[src/hw/rtl/ppp_pkg.sv]
`default_nettype none

package ppp_pkg;

  localparam int COORD_W = 32;
  localparam int REG_W = 64;
  localparam int NCOEF_REG = 6;
  localparam int CFG_IDX_W = 3;
  localparam int SIZE_BITS = 14;
  localparam int PIX_W = 16;
  localparam int RATIO_BITS = 20;
  localparam int PROD_W = RATIO_BITS + SIZE_BITS + 1;
  localparam int VIS_LIMIT = 66;
  localparam int RESET_WIDTH = 1920;
  localparam int RESET_HEIGHT = 1080;

  typedef enum logic [CFG_IDX_W-1:0] {
    REG_ROW0_01,
    REG_ROW0_23,
    REG_ROW1_01,
    REG_ROW1_23,
    REG_ROW3_01,
    REG_ROW3_23,
    REG_WIDTH,
    REG_HEIGHT
  } cfg_reg_t;

  typedef struct packed {
    logic                  neg;
    logic                  ovf;
    logic                  rz;
    logic [RATIO_BITS-1:0] quo;
    logic [SIZE_BITS-1:0]  frac;
  } lane_in_t;

endpackage

`default_nettype wire

[src/hw/rtl/ppp_post.sv]
`default_nettype none

module ppp_post (
  input  logic                                 clk,
  input  logic                                 en,
  input  logic        [ppp_pkg::SIZE_BITS-1:0] width_px,
  input  logic        [ppp_pkg::SIZE_BITS-1:0] height_px,
  input  logic                                 vis,
  input  ppp_pkg::lane_in_t [1:0]              lane,
  output logic                                 visible,
  output logic signed [ppp_pkg::PIX_W-1:0]     screen_x,
  output logic signed [ppp_pkg::PIX_W-1:0]     screen_y
);
  import ppp_pkg::*;

  localparam int FW = PROD_W + 5;
  localparam logic signed [FW-1:0] LIM = FW'(1) <<< RATIO_BITS;
  localparam logic signed [FW-1:0] PMAX = (FW'(1) <<< (PIX_W - 1)) - FW'(1);
  localparam logic signed [FW-1:0] PMIN = -PMAX - FW'(1);

  logic [SIZE_BITS-1:0] sz [2];
  logic [PROD_W-1:0]    pm [2];
  logic                 rz_m [2];
  logic                 neg_m [2];
  logic                 ovf_m [2];
  logic                 vis_m;

  assign sz[0] = width_px;
  assign sz[1] = height_px;

  function automatic logic signed [PIX_W-1:0] pix(
    input logic [PROD_W-1:0]    p,
    input logic                 rz,
    input logic                 neg_d,
    input logic                 ovf,
    input logic [SIZE_BITS-1:0] s,
    input logic                 flip
  );
    logic signed [FW-1:0] pe;
    logic signed [FW-1:0] k;
    logic signed [FW-1:0] fl;
    logic signed [FW-1:0] base;
    logic signed [FW-1:0] v;
    logic                 ex;
    pe   = $signed(FW'(p));
    base = $signed(FW'(s >> 1));
    k    = '0;
    ex   = 1'b0;
    if (flip) begin
      base = -base;
    end
    if (ovf && (s != '0)) begin
      fl = neg_d ? -LIM : LIM;
    end else begin
      if (!neg_d) begin
        k  = pe + FW'(1);
        ex = rz;
      end else if (rz) begin
        k  = FW'(1) - pe;
        ex = 1'b1;
      end else begin
        k  = -pe;
        ex = 1'b0;
      end
      fl = base + (k >>> 1);
      if ((fl < 0) && !(ex && !k[0])) begin
        fl = fl + FW'(1);
      end
    end
    v = flip ? -fl : fl;
    if (v > PMAX) begin
      v = PMAX;
    end else if (v < PMIN) begin
      v = PMIN;
    end
    return v[PIX_W-1:0];
  endfunction

  always_ff @(posedge clk) begin
    if (en) begin
      for (int l = 0; l < 2; l++) begin
        pm[l]    <= PROD_W'(lane[l].quo) * PROD_W'(sz[l]) + PROD_W'(lane[l].frac);
        rz_m[l]  <= lane[l].rz;
        neg_m[l] <= lane[l].neg;
        ovf_m[l] <= lane[l].ovf;
      end
      vis_m <= vis;
    end
  end

  always_ff @(posedge clk) begin
    if (en) begin
      visible  <= vis_m;
      screen_x <= vis_m ? pix(pm[0], rz_m[0], neg_m[0], ovf_m[0], sz[0], 1'b0) : '0;
      screen_y <= vis_m ? pix(pm[1], rz_m[1], neg_m[1], ovf_m[1], sz[1], 1'b1) : '0;
    end
  end

endmodule

`default_nettype wire
[config.mk]
export PLATFORM = sky130hd
export DESIGN_NAME = ppp_post
export DESIGN_NICKNAME = d
export VERILOG_FILES = /design/src/hw/rtl/ppp_pkg.sv /design/src/hw/rtl/ppp_post.sv
export SDC_FILE = /design/constraint.sdc
export NUM_CORES = 2
export LEC_CHECK = 0
export ABC_AREA = 1
export BUFFER_PORTS_ARGS = -buffer_cell sky130_fd_sc_hd__buf_2
export CELL_PAD_IN_SITES_DETAIL_PLACEMENT = 2
export CELL_PAD_IN_SITES_GLOBAL_PLACEMENT = 2
export CORE_MARGIN = 5
export CORE_UTILIZATION = 40
export CTS_CLUSTER_DIAMETER = 100
export DETAILED_ROUTE_END_ITERATION = 10
export PLACE_DENSITY_LB_ADDON = 0.1
export RECOVER_POWER = 100
export SYNTH_ARGS = -nofsm -noshare
export SYNTH_HDL_FRONTEND = slang
export SYNTH_SLANG_ARGS = --single-unit
[constraint.sdc]
create_clock -name clk -period 14.6 [get_ports clk]
set_input_delay 0.73 -clock clk [delete_from_list [all_inputs] [get_ports clk]]
set_output_delay 0.73 -clock clk [all_outputs]
set_load 0.01 [all_outputs]
Word-level counts from Yosys, hierarchy flattened:

Memories as Yosys holds them, arrays and structs flattened.
Cells that the tools add are included.

* logic and storage cells: 78
* bits of input ports: 105
* memories: 4
* flip-flop bits (word level): 34
* RAM bits: 76
* output and inout port bits: 33

Memories
* pm: words 2, width 35, rd ports 2, clocked after Yosys merged registers in 0, write ports 2, line ppp_post.sv:22 `logic [PROD_W-1:0] pm [2];`
* neg_m: words 2, width 1, rd ports 2, clocked after Yosys merged registers in 0, write ports 2, line ppp_post.sv:24 `logic neg_m [2];`
* ovf_m: words 2, width 1, rd ports 2, clocked after Yosys merged registers in 0, write ports 2, line ppp_post.sv:25 `logic ovf_m [2];`
* rz_m: words 2, width 1, rd ports 2, clocked after Yosys merged registers in 0, write ports 2, line ppp_post.sv:23 `logic rz_m [2];`

* $add $sub $neg: 14
* reductions and logical operators: 14
* multipliers: 2
* order comparisons: 6
* mux-type cells: 31
* bitwise logic cells: 1

Operators by type and width (number)
* 2-to-1 mux 40 bit: 17
* adder 40 x 2 -> 40 bit, second input constant: 2
* greater-than comparator 40 x 16 -> 1 bit, second input constant: 2
* less-than comparator 40 x 1 -> 1 bit, second input constant: 2
* less-than comparator 40 x 16 -> 1 bit, second input constant: 2
* negation 35 -> 40 bit: 2
* adder 35 x 1 -> 36 bit, second input constant: 2
* subtractor 1 x 35 -> 36 bit, first input constant: 2
* adder 34 x 14 -> 35 bit: 2
* multiplier 20 x 14 -> 34 bit: 2
* adder 14 x 39 -> 40 bit: 1
* adder 40 x 39 -> 40 bit: 1
* negation 13 -> 40 bit: 1
* negation 40 bit: 1
* 2-to-1 mux 16 bit: 2
* 2-to-1 mux 15 bit: 2
* nonzero test 14 bit: 2
* 2-to-1 mux 1 bit: 10
* logical AND 1 bit: 6
* logical NOT 1 bit: 4
* OR reduction 2 bit: 2
* inverter 1 bit: 1

Depth between registers and ports, before layout:

An unclocked memory read counts as a cell.

* depth after elaboration: 17
* mapped depth: 50
* mapped depth without buffers: 50

Worst setup path after synthesis:

No wires, ideal clock.

* kind: input -> register
* start point: input height_px[4] (netlist name)
* end point: memory pm[0][69] (netlist name) (data pin)
* arrival time: 6.744 ns
* path buffers: 2
* setup slack: 7.591 ns
* stages on the path: 24
* data required time: 14.335 ns
* library setup time: 0.265 ns
* cells stage by stage: buf_2 -> clkbuf_1 -> nand2_1 -> fa_1 -> inv_1 -> fa_1 -> fa_1 -> inv_1 -> fa_1 -> fa_1 -> inv_1 -> fa_1 -> ha_1 -> a21oi_1 -> o21ai_0 -> a21boi_0 -> o21ai_0 -> a21boi_0 -> o21ai_0 -> a21oi_1 -> o21bai_1 -> a21boi_0 -> o21ai_0 -> xor2_1

RTL lines
* start, declared: line ppp_post.sv:7 `input logic [ppp_pkg::SIZE_BITS-1:0] height_px,`
* end, declared: line ppp_post.sv:22

==> impl_metrics.py <==
metrics = {
    "timing": {
        "hold_ws_ns": 0.485,
        "setup_violations": 0,
        "finalHoldViolations": 0,
        "tns_ns": 0,
        "layout_setup_ws_ns": 4.06,
        "fmax_ghz": 0.0948,
        "slew_violations": 130,
        "min_period_ns": 10.54,
        "slew_headroom_pct": -182,
        "skew_ns": 0.0263,
        "worst_pin_slew_ns": 4.23,
        "rsz0062_at_grt": "no",
        "final.period_utilization_pct": 72.2,
    },
    "synth": {
        "synth_area_um2": 36300,
        "syn_inst": 5389,
        "syn-mean-instance-area_um2": 6.74,
        "synth_cell_types": 70,
        "synth-edff-count": 110,
        "synth-seq-cells": 110,
        "ys_seq_area_share_pct": 9.10,
        "synth_nets": 6233,
        "async_reset_ff_share_pct": 0,
        "synth_warnings": 0,
        "synth_flop_cell": "edfxtp_1",
    },
    "floorplanning": {
        "core.rowCount": 110,
        "coreArea_um2": 90000,
        "die_h_um": 311,
        "dieArea_um2": 96900,
        "num_io_pins": 138,
        "start_util_pct": 40.3,
        "dieWidth_um": 311,
    },
    "power_and_ir_drop": {
        "powerDensity_nw_per_um2": 271,
        "irDropWorstVdd_mv": 0.221,
        "power_mw": 10.3,
        "comb_power_share_pct": 88.0,
        "seqPwrFrac_pct": 9.3,
        "intPower_mw": 4.05,
        "clockPowerShare_pct": 2.7,
        "p_leak_nw": 20.9,
        "swShare_pct": 60.8,
        "p_switching_mw": 6.29,
    },
    "layout": {
        "finish.utilization_pct": 42.3,
        "final_common_cell": "nand2_1",
        "area_growth_pct": 4.91,
        "nNetsFinal": 6259,
        "fin_cells": 6598,
        "layout_common_cells": "nand2_1 (1689), inv_1 (1087), fa_1 (458)",
        "final_area_um2": 38100,
        "drive_above_1_share_pct": 6.73,
    },
    "clock_network": {
        "ctsHoldBuffers": 0,
        "cts.reportedPaths.clkPinSlew_ns": 0.09,
        "clk_latency_ns": 0.42,
        "clock-sinks": 110,
        "htreeDepth": 3,
        "cts_tree": "yes",
        "post_cts_resized": 0,
        "numCtsBuffers": 9,
        "clk_path_buf_depth": 2,
        "root_buffer": "clkbuf_16",
        "cts_setup_buffers": 0,
    },
    "placement": {
        "port_buffers": 137,
        "place.gp.congestion": 0.909,
        "dp_hpwl_um": 127000,
        "place_area_um2": 38000,
        "dp_worst_setup_slack_ns": 6.22,
        "dp_cells": 6580,
    },
    "setup_path": {
        "r2r_start": "pm[0][37]",
        "crit_type": "reg2reg",
        "cp_max_fo": 24,
        "endpoint_kind": "flip-flop",
        "path_common_cell": "nand2_1",
        "slowest_stage": "nand3_1",
        "required_ns": 14.72,
        "r2r_cells": 47,
        "slowest_delay_ns": 0.92,
        "reg2reg_slack_ns": 4.06,
        "worstPathArrival_ns": 10.67,
        "r2r-end": "screen_y[1]",
        "worst_setup_path_start_kind": "flip-flop",
    },
    "detailed_routing": {
        "post-route-drc-count": 0,
        "via_per_inst": 5.41,
        "via_count": 35699,
        "wl_per_cell_um": 22.7,
        "drt_wl_total_um": 150000,
        "drtIter0Drc": 1725,
        "postRouteAntennaNets": 0,
        "firstDrtPassIters": 7,
    },
    "hold_path": {
        "hold_depth": 1,
        "hold_end": "ovf_m[0][1]",
        "min_from": "lane[72]",
        "hp-class": "in2reg",
    },
    "grt": {
        "gr-total-overflow": 0,
        "grt_max_degree": 73,
        "grt_pass1_vias": 41152,
        "grt_pass1_wl_um": 235000,
        "gr-usage-all-layers_pct": 30.4,
        "antenna_found_initial": 2,
    },
    "outcome": {
        "violations": "max-capacitance violations, max-slew violations",
        "status": "complete, but fails checks",
    },
    "flow_run": {
        "cap_violations": 4,
    },
}
[logic make-up (layout without fill, tap and decap cells)]
logic type	count (synthesis)	in the layout	synth area share, %
buf+inv	1280	1311	13.5
simple gates	2758	2758	33.0
mux	1	1	0.0276
fa+ha+maj	739	739	34.9
flops	110	110	9.10
xor+xnor	158	158	3.88
compound gates	343	343	5.54
other cells	0	2	0
[routing by layer]
metal / global-route usage [%] / share of wire (%) / vias up
met1: 37.9 / 43 / 18339
met3: 2.30 / 2.7 / 234
li1: - / - / 16477
met5: 0 / 0 / -
met4: 8.84 / 3.1 / 0
met2: 56.3 / 51 / 649
[flip-flops by register name, indices dropped and copies added (netlist names)]
signal and flops:
screen_y 16, ovf_m 2, pm 70, neg_m 2, visible 1, screen_x 16
rz_m 2, vis_m 1
[worst max-delay path: cells and delay by family (launching register included)]
| family | cells | cell delay [ns] |
|---|---|---|
| adders and majority gates | 3 | 0.89 |
| xor gates and xnor gates | 1 | 0.18 |
| buffers and inverters | 7 | 1.24 |
| DFF | 1 | 0.48 |
| and+or+nand+nor | 34 | 6.84 |
| AOI/OAI and AO/OA | 2 | 0.56 |
[area by class of cell]
cell class	count	area, um2
Clock buffer	9	225
Multi-Input combinational cell	3999	28000
Sequential cell	110	3300
Timing Repair Buffer	147	712
Tap cell	1176	1470
Inverter	1148	4310
Clock inverter	7	77.6
Antenna cell	2	5.00
Fill cell	11192	51900
[worst max-delay path by stage]
| stage | from | to | slack [ns] | depth (start not counted) |
|---|---|---|---|---|
| detailed placement | pm[0][37] | screen_y[1] | 6.22 | 47 |
| CTS | pm[0][37] | screen_y[1] | 6.14 | 47 |
| floorplan | height_px[4] | pm[0][69] | 7.59 | 24 |
| global route | pm[0][37] | screen_y[6] | 2.99 | 44 |
| global placement | pm[0][37] | screen_y[3] | 6.68 | 47 |
| finish | pm[0][37] | screen_y[1] | 4.06 | 47 |
[power groups by stage]
| stage | sequential [mW] | clock [mW] | combinational, mW |
|---|---|---|---|
| after CTS | 0.957 | 0.283 | 9.07 |
| final | 0.964 | 0.276 | 9.10 |
| after detailed placement | 0.963 | 0 | 9.00 |
| after global placement | 0.952 | 0 | 8.17 |
| after global routing | 0.980 | 0.292 | 10.0 |
| after floorplan | 0.899 | 0 | 6.18 |
[synthesized netlist by cell type, types with 88 or more instances]
cell      number  area share (%)
clkbuf_1     111             1.1
a21oi_1      147             2.0
fa_1         458              25
xor2_1       110             2.7
ha_1         281             9.7
nor2_1       389             4.0
edfxtp_1     110             9.1
o21ai_0       88             1.2
inv_1       1087              11
nand3_1      320             4.4
nand2_1     1687              17
nand4_1       95             1.6
No activity file was read; power rests on OpenSTA's default activity.
